--- src/design/kmdis_pkg.sv ---
// Package for the key matrix debouncer with idle sleep.
// Holds matrix geometry, field widths, register indexes and command codes.
// No dependencies.
`default_nettype none
package kmdis_pkg;
	localparam int ROWS = 5;
	localparam int COLS = 16;
	localparam int ROW_W = (ROWS > 1) ? $clog2(ROWS) : 1;

	localparam int ROW_IDX_W = 3;
	localparam int COL_BITS_W = 16;
	localparam int DELAY_W = 8;
	localparam int IDLE_W = 26;
	localparam int CFG_DATA_W = 26;
	localparam int CFG_IDX_W = 1;

	localparam logic [IDLE_W-1:0] IDLE_MAX = {IDLE_W{1'b1}};
	localparam logic [DELAY_W-1:0] DELAY_RESET = 8'd5;
	localparam logic [IDLE_W-1:0] PSAVE_RESET = 26'd600000;

	// Column mask limited to the number of physical columns
	localparam logic [COL_BITS_W-1:0] COL_MASK =
		COL_BITS_W'((33'd1 << COLS) - 33'd1);

	localparam logic [CFG_IDX_W-1:0] REG_DEBOUNCE_DELAY = 1'b0;
	localparam logic [CFG_IDX_W-1:0] REG_POWER_SAVE = 1'b1;

	localparam logic CMD_SAMPLE = 1'b0;
	localparam logic CMD_TICK = 1'b1;

	typedef logic [COL_BITS_W-1:0] row_bits_t;
endpackage
`default_nettype wire

--- src/design/kmdis_if.sv ---
// Channel interfaces for the key matrix debouncer: sample/tick input and result output.
// Depends on kmdis_pkg for field widths.
`default_nettype none
interface kmdis_in_if;
	import kmdis_pkg::*;
	logic valid;
	logic ready;
	logic command;
	logic [ROW_IDX_W-1:0] row_index;
	logic [COL_BITS_W-1:0] column_bits;
	logic scan_end;

	modport source(output valid, command, row_index, column_bits, scan_end, input ready);
	modport sink(input valid, command, row_index, column_bits, scan_end, output ready);
endinterface

interface kmdis_out_if;
	import kmdis_pkg::*;
	logic valid;
	logic ready;
	logic [COL_BITS_W-1:0] stable_row;
	logic row_changed;
	logic committed;
	logic entered_sleep;
	logic woke_up;
	logic asleep;

	modport source(output valid, stable_row, row_changed, committed, entered_sleep, woke_up,
		asleep, input ready);
	modport sink(input valid, stable_row, row_changed, committed, entered_sleep, woke_up,
		asleep, output ready);
endinterface
`default_nettype wire

--- src/design/key_matrix_debounce_idle_sleep.sv ---
// Key matrix debouncer with idle sleep: pending/stable row stores, idle counter, sleep flag.
// Uses kmdis_pkg and the channel interfaces in kmdis_if.sv.
// Each transaction (row sample or millisecond tick) is captured in an input register and
// resolved combinationally against the row stores and idle counter into a result register,
// so one transaction is accepted every cycle while the output side is not stalled, and
// each yields exactly one result through the input register and then the result register.
// The result register and input register let a new transaction in while a finished
// result waits. No clearing pass is needed after reset; the row stores reset directly.
`default_nettype none
module key_matrix_debounce_idle_sleep (
	input  wire logic                              clk,
	input  wire logic                              arst_n,
	input  wire logic                              cfg_we,
	input  wire logic [kmdis_pkg::CFG_IDX_W-1:0]   cfg_index,
	input  wire logic [kmdis_pkg::CFG_DATA_W-1:0]  cfg_wdata,
	kmdis_in_if.sink                               samples,
	kmdis_out_if.source                            results
);
	import kmdis_pkg::*;

	// configuration
	logic [DELAY_W-1:0] delay_q;
	logic [IDLE_W-1:0]  psave_q;

	// input register
	logic                 s1_valid;
	logic                 cmd_s1;
	logic [ROW_IDX_W-1:0] row_s1;
	row_bits_t            cols_s1;
	logic                 end_s1;

	// block state
	row_bits_t          pending_q [ROWS];
	row_bits_t          stable_q  [ROWS];
	logic               pend_flag_q;
	logic [IDLE_W-1:0]  idle_q;
	logic               sleep_q;

	// result register
	logic      out_valid_q;
	row_bits_t out_row_q;
	logic      out_changed_q;
	logic      out_commit_q;
	logic      out_enter_q;
	logic      out_wake_q;
	logic      out_asleep_q;

	logic advance;
	assign advance = s1_valid && (!out_valid_q || results.ready);
	assign samples.ready = !s1_valid || advance;

	// step logic
	logic              row_ok;
	logic [ROW_W-1:0]  ridx;
	row_bits_t         cur_pending;
	row_bits_t         cur_stable;
	logic              bypass;
	logic              is_tick;
	logic              awake_sample;
	logic              changed;
	logic              wake;
	logic              commit;
	logic              enter;
	logic [IDLE_W-1:0] idle_mid;
	logic [IDLE_W-1:0] idle_nxt;
	logic              pend_mid;
	row_bits_t         stable_row_nxt;

	always_comb begin
		row_ok       = {{(32 - ROW_IDX_W){1'b0}}, row_s1} < 32'(ROWS);
		ridx         = row_ok ? ROW_W'(row_s1) : '0;
		cur_pending  = pending_q[ridx];
		cur_stable   = stable_q[ridx];
		bypass       = (delay_q == '0);
		is_tick      = (cmd_s1 == CMD_TICK);
		awake_sample = !is_tick && !sleep_q;
		wake         = !is_tick && sleep_q && (cols_s1 != '0);

		changed = 1'b0;
		if (awake_sample && row_ok) begin
			changed = bypass ? (cur_stable != cols_s1) : (cur_pending != cols_s1);
		end

		if (is_tick) begin
			idle_mid = (idle_q != IDLE_MAX) ? idle_q + IDLE_W'(1) : idle_q;
		end else if (wake || changed) begin
			idle_mid = '0;
		end else begin
			idle_mid = idle_q;
		end
		idle_nxt = idle_mid;

		pend_mid = pend_flag_q || (changed && !bypass);
		commit   = awake_sample && end_s1 && !bypass && pend_mid &&
			(idle_mid > {{(IDLE_W - DELAY_W){1'b0}}, delay_q});
		enter    = awake_sample && end_s1 && (idle_mid > psave_q);

		// addressed stable row as it stands after the step
		if (wake) begin
			stable_row_nxt = '0;
		end else if (awake_sample && row_ok && (bypass || commit)) begin
			stable_row_nxt = cols_s1;
		end else begin
			stable_row_nxt = cur_stable;
		end
		if (!row_ok) begin
			stable_row_nxt = '0;
		end
	end

	always_ff @(posedge clk or negedge arst_n) begin
		if (!arst_n) begin
			delay_q <= DELAY_RESET;
			psave_q <= PSAVE_RESET;
		end else if (cfg_we) begin
			case (cfg_index)
				REG_DEBOUNCE_DELAY: delay_q <= cfg_wdata[DELAY_W-1:0];
				REG_POWER_SAVE:     psave_q <= cfg_wdata[IDLE_W-1:0];
				default: ;
			endcase
		end
	end

	always_ff @(posedge clk or negedge arst_n) begin
		if (!arst_n) begin
			s1_valid <= 1'b0;
		end else if (samples.ready) begin
			s1_valid <= samples.valid;
		end
	end

	// payload of the input register
	always_ff @(posedge clk) begin
		if (samples.valid && samples.ready) begin
			cmd_s1  <= samples.command;
			row_s1  <= samples.row_index;
			cols_s1 <= samples.column_bits & COL_MASK;
			end_s1  <= samples.scan_end;
		end
	end

	always_ff @(posedge clk or negedge arst_n) begin
		if (!arst_n) begin
			for (int r = 0; r < ROWS; r++) begin
				pending_q[r] <= '0;
				stable_q[r]  <= '0;
			end
			pend_flag_q <= 1'b0;
			idle_q      <= '0;
			sleep_q     <= 1'b0;
		end else if (advance) begin
			idle_q <= idle_nxt;
			if (wake) begin
				for (int r = 0; r < ROWS; r++) begin
					pending_q[r] <= '0;
					stable_q[r]  <= '0;
				end
				sleep_q <= 1'b0;
			end else if (awake_sample) begin
				for (int r = 0; r < ROWS; r++) begin
					if (row_ok && (ridx == ROW_W'(r))) begin
						pending_q[r] <= cols_s1;
						if (bypass || commit) begin
							stable_q[r] <= cols_s1;
						end
					end else if (commit) begin
						stable_q[r] <= pending_q[r];
					end
				end
				pend_flag_q <= commit ? 1'b0 : pend_mid;
				if (enter) begin
					sleep_q <= 1'b1;
				end
			end
		end
	end

	always_ff @(posedge clk or negedge arst_n) begin
		if (!arst_n) begin
			out_valid_q <= 1'b0;
		end else if (advance) begin
			out_valid_q <= 1'b1;
		end else if (results.ready) begin
			out_valid_q <= 1'b0;
		end
	end

	always_ff @(posedge clk) begin
		if (advance) begin
			out_row_q     <= stable_row_nxt;
			out_changed_q <= changed;
			out_commit_q  <= commit;
			out_enter_q   <= enter;
			out_wake_q    <= wake;
			out_asleep_q  <= (sleep_q && !wake) || enter;
		end
	end

	assign results.valid         = out_valid_q;
	assign results.stable_row    = out_row_q;
	assign results.row_changed   = out_changed_q;
	assign results.committed     = out_commit_q;
	assign results.entered_sleep = out_enter_q;
	assign results.woke_up       = out_wake_q;
	assign results.asleep        = out_asleep_q;

`ifndef SYNTH
	// going to sleep always shows up in the result it belongs to
	a_sleep_reported: assert property (@(posedge clk) disable iff (!arst_n)
		$rose(sleep_q) |-> out_valid_q && out_enter_q && out_asleep_q)
		else $error("sleep entered without matching result");

	a_wake_reported: assert property (@(posedge clk) disable iff (!arst_n)
		$fell(sleep_q) |-> out_valid_q && out_wake_q && !out_asleep_q)
		else $error("wake-up without matching result");

	// a commit leaves nothing pending
	a_commit_clears: assert property (@(posedge clk) disable iff (!arst_n)
		advance && commit |=> !pend_flag_q)
		else $error("pending flag left set after commit");
`endif
endmodule
`default_nettype wire
--- src/flat_wrapper.sv ---
// flat-port wrapper written by rule: the top's interface ports become plain ports
module key_matrix_debounce_idle_sleep_flat import kmdis_pkg::*;
  (clk, arst_n, cfg_we, cfg_index, cfg_wdata, samples_valid, samples_command, samples_row_index, samples_column_bits, samples_scan_end, samples_ready, results_valid, results_stable_row, results_row_changed, results_committed, results_entered_sleep, results_woke_up, results_asleep, results_ready);
  kmdis_in_if samples_i ();
  kmdis_out_if results_i ();
  input  wire logic clk;
  input  wire logic arst_n;
  input  wire logic cfg_we;
  input  wire logic [kmdis_pkg::CFG_IDX_W-1:0] cfg_index;
  input  wire logic [kmdis_pkg::CFG_DATA_W-1:0] cfg_wdata;
  input wire logic [$bits(samples_i.valid)-1:0] samples_valid;
  input wire logic [$bits(samples_i.command)-1:0] samples_command;
  input wire logic [$bits(samples_i.row_index)-1:0] samples_row_index;
  input wire logic [$bits(samples_i.column_bits)-1:0] samples_column_bits;
  input wire logic [$bits(samples_i.scan_end)-1:0] samples_scan_end;
  output wire logic [$bits(samples_i.ready)-1:0] samples_ready;
  output wire logic [$bits(results_i.valid)-1:0] results_valid;
  output wire logic [$bits(results_i.stable_row)-1:0] results_stable_row;
  output wire logic [$bits(results_i.row_changed)-1:0] results_row_changed;
  output wire logic [$bits(results_i.committed)-1:0] results_committed;
  output wire logic [$bits(results_i.entered_sleep)-1:0] results_entered_sleep;
  output wire logic [$bits(results_i.woke_up)-1:0] results_woke_up;
  output wire logic [$bits(results_i.asleep)-1:0] results_asleep;
  input wire logic [$bits(results_i.ready)-1:0] results_ready;
  assign samples_i.valid = samples_valid;
  assign samples_i.command = samples_command;
  assign samples_i.row_index = samples_row_index;
  assign samples_i.column_bits = samples_column_bits;
  assign samples_i.scan_end = samples_scan_end;
  assign samples_ready = samples_i.ready;
  assign results_valid = results_i.valid;
  assign results_stable_row = results_i.stable_row;
  assign results_row_changed = results_i.row_changed;
  assign results_committed = results_i.committed;
  assign results_entered_sleep = results_i.entered_sleep;
  assign results_woke_up = results_i.woke_up;
  assign results_asleep = results_i.asleep;
  assign results_i.ready = results_ready;
  key_matrix_debounce_idle_sleep u_core (.clk(clk), .arst_n(arst_n), .cfg_we(cfg_we), .cfg_index(cfg_index), .cfg_wdata(cfg_wdata), .samples(samples_i), .results(results_i));
endmodule
--- config.mk ---
export PLATFORM = sky130hd
export DESIGN_NAME = key_matrix_debounce_idle_sleep_flat
export DESIGN_NICKNAME = d
export VERILOG_FILES = /design/src/design/kmdis_pkg.sv /design/src/design/kmdis_if.sv /design/src/design/key_matrix_debounce_idle_sleep.sv /design/src/flat_wrapper.sv
export SDC_FILE = /design/constraint.sdc
export NUM_CORES = 1
export LEC_CHECK = 0
export BUFFER_PORTS_ARGS = -buffer_cell sky130_fd_sc_hd__buf_4
export CORE_MARGIN = 2
export CORE_UTILIZATION = 34
export CTS_BUF_LIST = sky130_fd_sc_hd__clkbuf_2 sky130_fd_sc_hd__clkbuf_4 sky130_fd_sc_hd__clkbuf_8
export DETAILED_ROUTE_END_ITERATION = 7
export GPL_TIMING_DRIVEN = 1
export HOLD_SLACK_MARGIN = 0.08
export PLACE_DENSITY = 0.57
export SLEW_MARGIN = 25
export SYNTH_ARGS = -nofsm -noshare
export SYNTH_HDL_FRONTEND = slang
export SYNTH_SLANG_ARGS = --single-unit
--- constraint.sdc ---
create_clock -name clk -period 7.9 [get_ports clk]
set_input_delay 1.58 -clock clk [delete_from_list [all_inputs] [get_ports clk]]
set_output_delay 1.58 -clock clk [all_outputs]
set_load 0.01 [all_outputs]
==> metrics.csv, run 1 <==
stage,metric,value,unit
synth,synth_edf_count,42,
pwr,leakage,0.00765,uW
final_layout,area_delta_synth_final,14.7,%
route,wl,48200,microns
placement,placed_cells,2062,
clocking,cts_tree,done,
synth,ys_seq_area_share,46.1,%
floorplan,num_rows,76,
final_layout,layout_common_cells,"dfrtp_1 (214), nand2_1 (212), o21ai_0 (150)",
pwr,powerDensity,230,mW/mm^2
sta,hold_violations,0,
critical_path,critPathArrivalTime,7.93,ns
grt,grt_use_total,21.5,%
final_layout,fill_cells,4249,
placement,gp_congestion,0.887,
route,wl_per_cell,22.4,microns
critical_path,cp_max_fo,30,
clocking,cts.clk_slew.worst_paths,0.07,ns
sta,fmax,0.135,GHz
synth,synth_warnings,0,
route,drc,0,
synth,async_reset_ff_share,84.2,%
synth,synth_seq_cells,266,
sta,setup_tns,0,ns
sta,setup_ws,0.470,ns
grt,grt_pass1_vias,12100,
clocking,post_cts_buffers,0,
grt,grt-ovfl-total,0,
placement,io_buffers,75,
route,drt-initial-drc-count,1190,
pwr,pwr-share-seq,46.4,%
grt,antenna_found_initial,1,
clocking,root_buffer,clkbuf_8,
run,cap_violations,0,
floorplan,die_h,214,microns
sta,finalSetupViolations,0,
sta,rsz0062_at_grt,no,
clocking,cts_buffer_depth,3,
route,dr.pass1.iters,6,
synth,synth_cells,1459,
sta,slew_headroom,27.0,%
sta,period_needed,7.43,ns
final_layout,post-route-util,39.6,%
route,viasPerCell,5.62,
pwr,pwr-share-comb,18.9,%
clocking,cts_hold_buf,0,
sta,fin_skew,0.0466,ns
synth,synth_flop_cell,dfrtp_1,
route,ant_nets,0,
sta,period_share,94.1,%
clocking,cts_sinks,266,
synth,synth.avg_cell_area,10.2,sq um
sta,tightest_slew,1.10,ns
pwr,cell_internal_pwr,2730,uW
pwr,power_switching_share,30.7,%
grt,grt_max_degree,89,
synth,synth_area,0.0149,sq mm
pwr,clkPwrFrac,34.7,%
final_layout,post_route_cells_drive_above_1_share,21.4,%
final_layout,nNetsFinal,1614,
critical_path,critPathLaunchType,flip-flop,
floorplan,initial_core_util,34.5,%
pwr,power_switching,1210,uW
min_path,holdCritPathClass,flip-flop to flip-flop,
placement,dp.final_hpwl,32000,microns
pwr,p_total,3940,uW
floorplan,io_pins,76,
clocking,clock_latency,0.60,ns
run_status,status,"finished, final reports clean",
floorplan,die_w,214,microns
clocking,cts_max_level,2,
synth,syn_nets,1547,
critical_path,crit_type,flip-flop to flip-flop,
critical_path,required,8.40,ns
clocking,cts_made_buffers,47,
placement,dp_worst_setup_slack,0.656,ns
grt,grt_pass1_wl,74400,microns
synth,ys_types,77,
route,vias,12100,
clocking,post_cts_resized,0,
floorplan,die_area,0.0456,sq mm
final_layout,final_common_cell,dfrtp_1,
final_layout,fin_cells,2150,
critical_path,worstSetupEndpointType,flip-flop,
pwr,ir_drop,0.133,mV
floorplan,core,0.0433,sq mm
sta,slew_viol_final,0,
[final cells by class]
type / instances / area [sq um] / share of cell area (%)
inverters: 57 / 215 / 1.26
clock buffers: 72 / 872 / 5.09
diodes: 1 / 2.50 / 0.0146
multi-input cells: 1035 / 7380 / 43.1
clock inverters: 15 / 123 / 0.716
repair buffers: 119 / 930 / 5.43
well taps: 585 / 732 / 4.27
flip-flops and latches: 266 / 6880 / 40.1
[worst max-delay path, stage by stage (launching register included)]
cell	delay, ns
edfxtp_1	0.45
buf_4	0.46
o21bai_1	0.17
a221oi_1	0.40
nor2_1	0.12
o311ai_0	0.38
nand4_1	0.22
or4_4	0.58
o31ai_4	0.41
inv_1	0.15
nor2_1	0.19
buf_4	0.21
nand3_1	0.08
o21ai_0	0.19
ha_1	0.21
nand4_1	0.09
nor2_1	0.16
o21ai_0	0.13
a211oi_1	0.23
o2111ai_1	0.14
or4_1	0.53
a21oi_1	0.23
a2111oi_4	0.10
buf_4	0.25
o31ai_4	0.72
buf_4	0.36
o2bb2ai_2	0.12
[registers in the layout (all words and copies together), names as in the netlist, 3 cells and up]
signal,count
u_core.pending_q,80
u_core.stable_q,80
u_core.idle_q,26
u_core.psave_q,26
u_core.cols_s1,16
u_core.results.stable_row,16
u_core.delay_q,8
u_core.row_s1,3
[power by group through the flow]
stage          sequential, uW  clock, uW  combinational [uW]
6_report                 1830       1370                 745
5_1_grt                  1850       1460                 832
4_1_cts                  1830       1400                 745
3_5_place_dp             1850          0                 740
3_3_place_gp             1840          0                 728
2_1_floorplan            1760          0                 539
[metal layers]
layer | share of wire (%) | vias up | GRT usage (%) | routed length, microns
met3 | 6.6 | 95 | 3.68 | 3160
met4 | 2.6 | 0 | 6.75 | 1250
met5 | 0 | - | 0 | 0
li1 | - | 5475 | - | -
met2 | 45 | 476 | 34.1 | 21800
met1 | 46 | 6041 | 29.9 | 21900
[through the flow]
stage | hold WS, ns | instance area, sq um
floorplan | 0.451 | 14900
global placement | 0.469 | 16100
detailed placement | 0.471 | 16100
CTS | 0.492 | 17100
global route | 0.501 | 17100
finish | 0.490 | 17100
[logic make-up (layout without fill, tap and decap cells)]
logic type	Yosys count	after routing	synth area share, %
compound gates	379	379	18.6
mux	203	203	14.7
fa+ha+maj	35	35	2.93
other cells	0	1	0
flops	266	266	46.1
buf+inv	158	263	4.64
xor+xnor	7	7	0.410
simple gates	411	411	12.7
[Yosys cell counts (all sizes together) (5+ instances only)]
cell type / number / area share (%)
o211ai: 17 / 0.89
o21ai: 158 / 5.4
a21o: 7 / 0.35
buf: 46 / 1.8
nand3: 29 / 0.97
nor4: 11 / 0.46
o2bb2ai: 71 / 5.4
ha: 35 / 2.9
nor2: 57 / 1.5
and3: 6 / 0.25
inv: 57 / 1.4
dfstp: 10 / 1.8
o21a: 8 / 0.40
mux2: 79 / 6.0
nor2b: 9 / 0.38
nand2: 213 / 5.4
or2: 5 / 0.21
o21bai: 6 / 0.30
o31ai: 10 / 0.94
nand2b: 11 / 0.46
clkbuf: 55 / 1.4
nor3: 11 / 0.37
a211oi: 5 / 0.25
mux2i: 119 / 8.0
dfrtp: 214 / 36
edfxtp: 42 / 8.4
nand4: 25 / 1.0
mux4: 5 / 0.75
nor3b: 7 / 0.35
a21oi: 37 / 1.2
a22oi: 16 / 0.80
or3: 9 / 0.38
a31oi: 7 / 0.29
o22ai: 6 / 0.25
[path summary, 6_finish.rpt]
path / from / endpoint / slack [ns] / depth (start not counted)
max in group asynchronous: arst_n / u_core.pending_q[47] / 5.55 / 2
hold reg to reg: u_core.stable_q[32] / u_core.stable_q[32] / 0.49 / 1
setup reg to reg: u_core.row_s1[0] / u_core.stable_q[28] / 0.47 / 26
min in group asynchronous: arst_n / u_core.psave_q[12] / 0.98 / 1
setup / recovery: u_core.row_s1[0] / u_core.stable_q[28] / 0.47 / 26
hold / removal: u_core.stable_q[32] / u_core.stable_q[32] / 0.49 / 1
(Power assumes the default switching activity.)
==> run 2: changes to the inputs <==
--- a/config.mk
+++ b/config.mk
@@ -5,7 +5,7 @@
 export SDC_FILE = /design/constraint.sdc
 export NUM_CORES = 1
 export LEC_CHECK = 0
-export BUFFER_PORTS_ARGS = -buffer_cell sky130_fd_sc_hd__buf_4
+export BUFFER_PORTS_ARGS = -buffer_cell sky130_fd_sc_hd__buf_2
 export CORE_MARGIN = 2
 export CORE_UTILIZATION = 34
 export CTS_BUF_LIST = sky130_fd_sc_hd__clkbuf_2 sky130_fd_sc_hd__clkbuf_4 sky130_fd_sc_hd__clkbuf_8
==> run 2 against run 1 <==
Effect of this change:
- worst hold slack improved by 0.0031 ns
- die area did not move
- first-iteration DRC count fell by 19%
- largest power group unchanged
- via count barely moved
- worst setup slack improved by 0.13 ns
- register-to-register slack improved by 0.13 ns
- flip-flop and latch count did not move
==> metrics.csv, run 2 (synthesis results as in run 1) <==
stage,metric,value,unit,change
run_status,status,"finished, final reports clean",,
sta,slew_headroom,23.2,%,-3.8 points
clocking,post_cts_buffers,0,,unchanged
floorplan,die_w,214,microns,unchanged
placement,dp_worst_setup_slack,0.765,ns,+0.109 ns
pwr,power_switching,1220,uW,+0.71%
sta,fin_skew,0.0418,ns,-0.00482 ns
clocking,cts_sinks,266,,unchanged
pwr,clkPwrFrac,35.2,%,+0.5 points
route,vias,12100,,+0.0083%
pwr,power_switching_share,30.8,%,+0.15 points
clocking,cts_max_level,2,,unchanged
clocking,cts_made_buffers,47,,unchanged
placement,placed_cells,2075,,+0.63%
clocking,cts.clk_slew.worst_paths,0.06,ns,about the same
grt,grt_pass1_vias,12000,,-1.4%
route,dr_wl_met2,21200,microns,-3.0%
final_layout,reg_top3,"u_core.pending_q: 80 flops, u_core.stable_q: 80 flops",,
placement,dp.final_hpwl,32400,microns,+1.3%
critical_path,timing.rr.start,u_core.row_s1[1],,
critical_path,critPathSlowestCell,o21ai_2,,
critical_path,required,8.31,ns,-0.09 ns
final_layout,layout_common_cells,"dfrtp_1 (214), nand2_1 (212), o21ai_0 (150)",,
critical_path,cp_max_fo,15,,-50%
clocking,cts_tree,done,,
sta,period_needed,7.30,ns,-0.131 ns
pwr,leakage,0.00766,uW,+0.14%
final_layout,fin_cells,2164,,+0.65%
pwr,powerDensity,231,mW/mm^2,+0.56%
pwr,cell_internal_pwr,2730,uW,about the same
critical_path,max_stage_delay,0.82,ns,+0.10 ns
min_path,holdPathEnd,u_core.stable_q[53],,
floorplan,die_h,214,microns,unchanged
final_layout,post-route-util,39.5,%,-0.14 points
route,drt-initial-drc-count,969,,-19%
sta,finalSetupViolations,0,,unchanged
final_layout,area_delta_synth_final,14.3,%,
critical_path,cp_num_buf_inv,2,,-3
final_layout,nNetsFinal,1627,,+0.81%
route,top_layer_used,met4,,
min_path,hold-path-cell-count,1,,unchanged
grt,grt_pass1_wl,73400,microns,-1.5%
sta,tightest_slew,1.15,ns,+0.0568 ns
critical_path,worstSetupEndpointType,flip-flop,,
clocking,clock_latency,0.60,ns,about the same
grt,antenna_found_initial,1,,unchanged
route,met1_length,21800,microns,-0.69%
route,dr.pass1.iters,5,,-1
min_path,worstHoldStart,u_core.stable_q[53],,
critical_path,critPathArrivalTime,7.71,ns,-0.22 ns
route,wl,48000,microns,-0.42%
final_layout,post_route_cells_drive_above_1_share,21.9,%,+0.51 points
placement,gp_congestion,0.918,,+3.4%
floorplan,initial_core_util,34.5,%,unchanged
clocking,cts_buffer_depth,3,,unchanged
run,cap_violations,0,,unchanged
floorplan,num_rows,76,,unchanged
min_path,holdCritPathClass,flip-flop to flip-flop,,
final_layout,fill_cells,4286,,+0.87%
critical_path,crit_type,flip-flop to flip-flop,,
sta,setup_tns,0,ns,unchanged
clocking,cts_hold_buf,0,,unchanged
route,wl_per_cell,22.2,microns,-1.1%
final_layout,final_common_cell,dfrtp_1,,
critical_path,path_cells,nor2b_1 > buf_4 > a22oi_1 > a21oi_1 > a211oi_1 > a2111o_1 > or4_4 > o31ai_4 > nand2_1 > a21oi_1 > ha_1 > nor2b_1 > o21a_1 > o21ai_0 > nand2b_1 > a211oi_1 > nor3_1 > or4_1 > a21oi_1 > a2111oi_4 > buf_4 > o21ai_2 > o2bb2ai_1,,
grt,grt_use_total,21.3,%,-0.15 points
sta,slew_viol_final,0,,unchanged
sta,period_share,92.4,%,-1.7 points
critical_path,r2r_setup_slack,0.60,ns,+0.13 ns
pwr,pwr-share-seq,46.1,%,-0.3 points
critical_path,critPathLaunchType,flip-flop,,
pwr,pwr-share-comb,18.6,%,-0.3 points
clocking,post_cts_resized,0,,unchanged
sta,setup_ws,0.601,ns,+0.131 ns
sta,fmax,0.137,GHz,+1.8%
floorplan,io_pins,76,,unchanged
floorplan,core,0.0433,sq mm,unchanged
grt,grt_max_degree,169,,+90%
route,wl_met3,3200,microns,+1.3%
critical_path,reg2regPathDepth,23,,-12%
critical_path,cpMostUsedCell,a21oi_1,,
pwr,ir_drop,0.151,mV,+13%
grt,grt-ovfl-total,0,,unchanged
route,ant_nets,0,,unchanged
placement,io_buffers,75,,unchanged
sta,rsz0062_at_grt,no,,
route,viasPerCell,5.59,,-0.64%
critical_path,cp_top_family,compound AO/OA/AOI/OAI gates,,
sta,hold_violations,0,,unchanged
critical_path,r2r-end,u_core.stable_q[68],,
route,drc,0,,unchanged
floorplan,die_area,0.0456,sq mm,unchanged
clocking,root_buffer,clkbuf_8,,
[run 2: layout make-up]
cell class                      instances  area, sq um  area share (%)
Antenna cell                            1         2.50          0.0147
Tap cell                              585          732            4.29
Timing Repair Buffer                  132          851            4.98
Clock inverter                         23          188            1.10
Sequential cell                       266         6880            40.3
Inverter                               57          216            1.27
Clock buffer                           65          826            4.84
Multi-Input combinational cell       1035         7380            43.2
[run 2: power groups by stage]
| stage | registers, uW | clock network, uW | logic, uW |
|---|---|---|---|
| after floorplan | 1760 | 0 | 539 |
| after global placement | 1840 | 0 | 723 |
| after detailed placement | 1840 | 0 | 734 |
| after CTS | 1820 | 1430 | 739 |
| after global routing | 1850 | 1490 | 824 |
| final | 1820 | 1390 | 737 |
[run 2: layer usage]
metal | track usage, % | vias to the layer above
li1 | - | 5505
met1 | 29.9 | 6001
met2 | 32.6 | 471
met3 | 3.76 | 111
met4 | 8.43 | 0
met5 | 0 | -
[run 2: worst reg2reg max path: cells and delay by family (launching register included)]
kind	cells	cell delay, ns
AO/OA/AOI/OAI	13	3.59
flip-flops	1	0.72
adder cells (fa/ha/maj)	1	0.35
AND/OR/NAND/NOR	7	1.92
buffers and inverters	2	0.53
[run 2: worst max-delay path by stage]
stage | from | end | slack [ns] | cells after the start
after floorplan | u_core.row_s1[0] | u_core.results.stable_row[5] | 1.93 | 28
after global placement | u_core.delay_q[1] | u_core.results.stable_row[7] | 0.62 | 21
after detailed placement | u_core.row_s1[1] | u_core.stable_q[73] | 0.76 | 23
after CTS | u_core.row_s1[1] | u_core.stable_q[69] | 0.73 | 23
after global routing | u_core.row_s1[1] | u_core.stable_q[76] | 0.19 | 23
final | u_core.row_s1[1] | u_core.stable_q[68] | 0.60 | 23
[run 2: stage by stage]
step                      instance area, sq um  total power [uW]  hold WS [ns]
after floorplan                          14900              2300         0.451
after global placement                   16000              2560         0.472
after detailed placement                 16100              2570         0.475
after CTS                                17100              3980         0.492
after global routing                     17100              4160         0.506
final                                    17100              3950         0.494
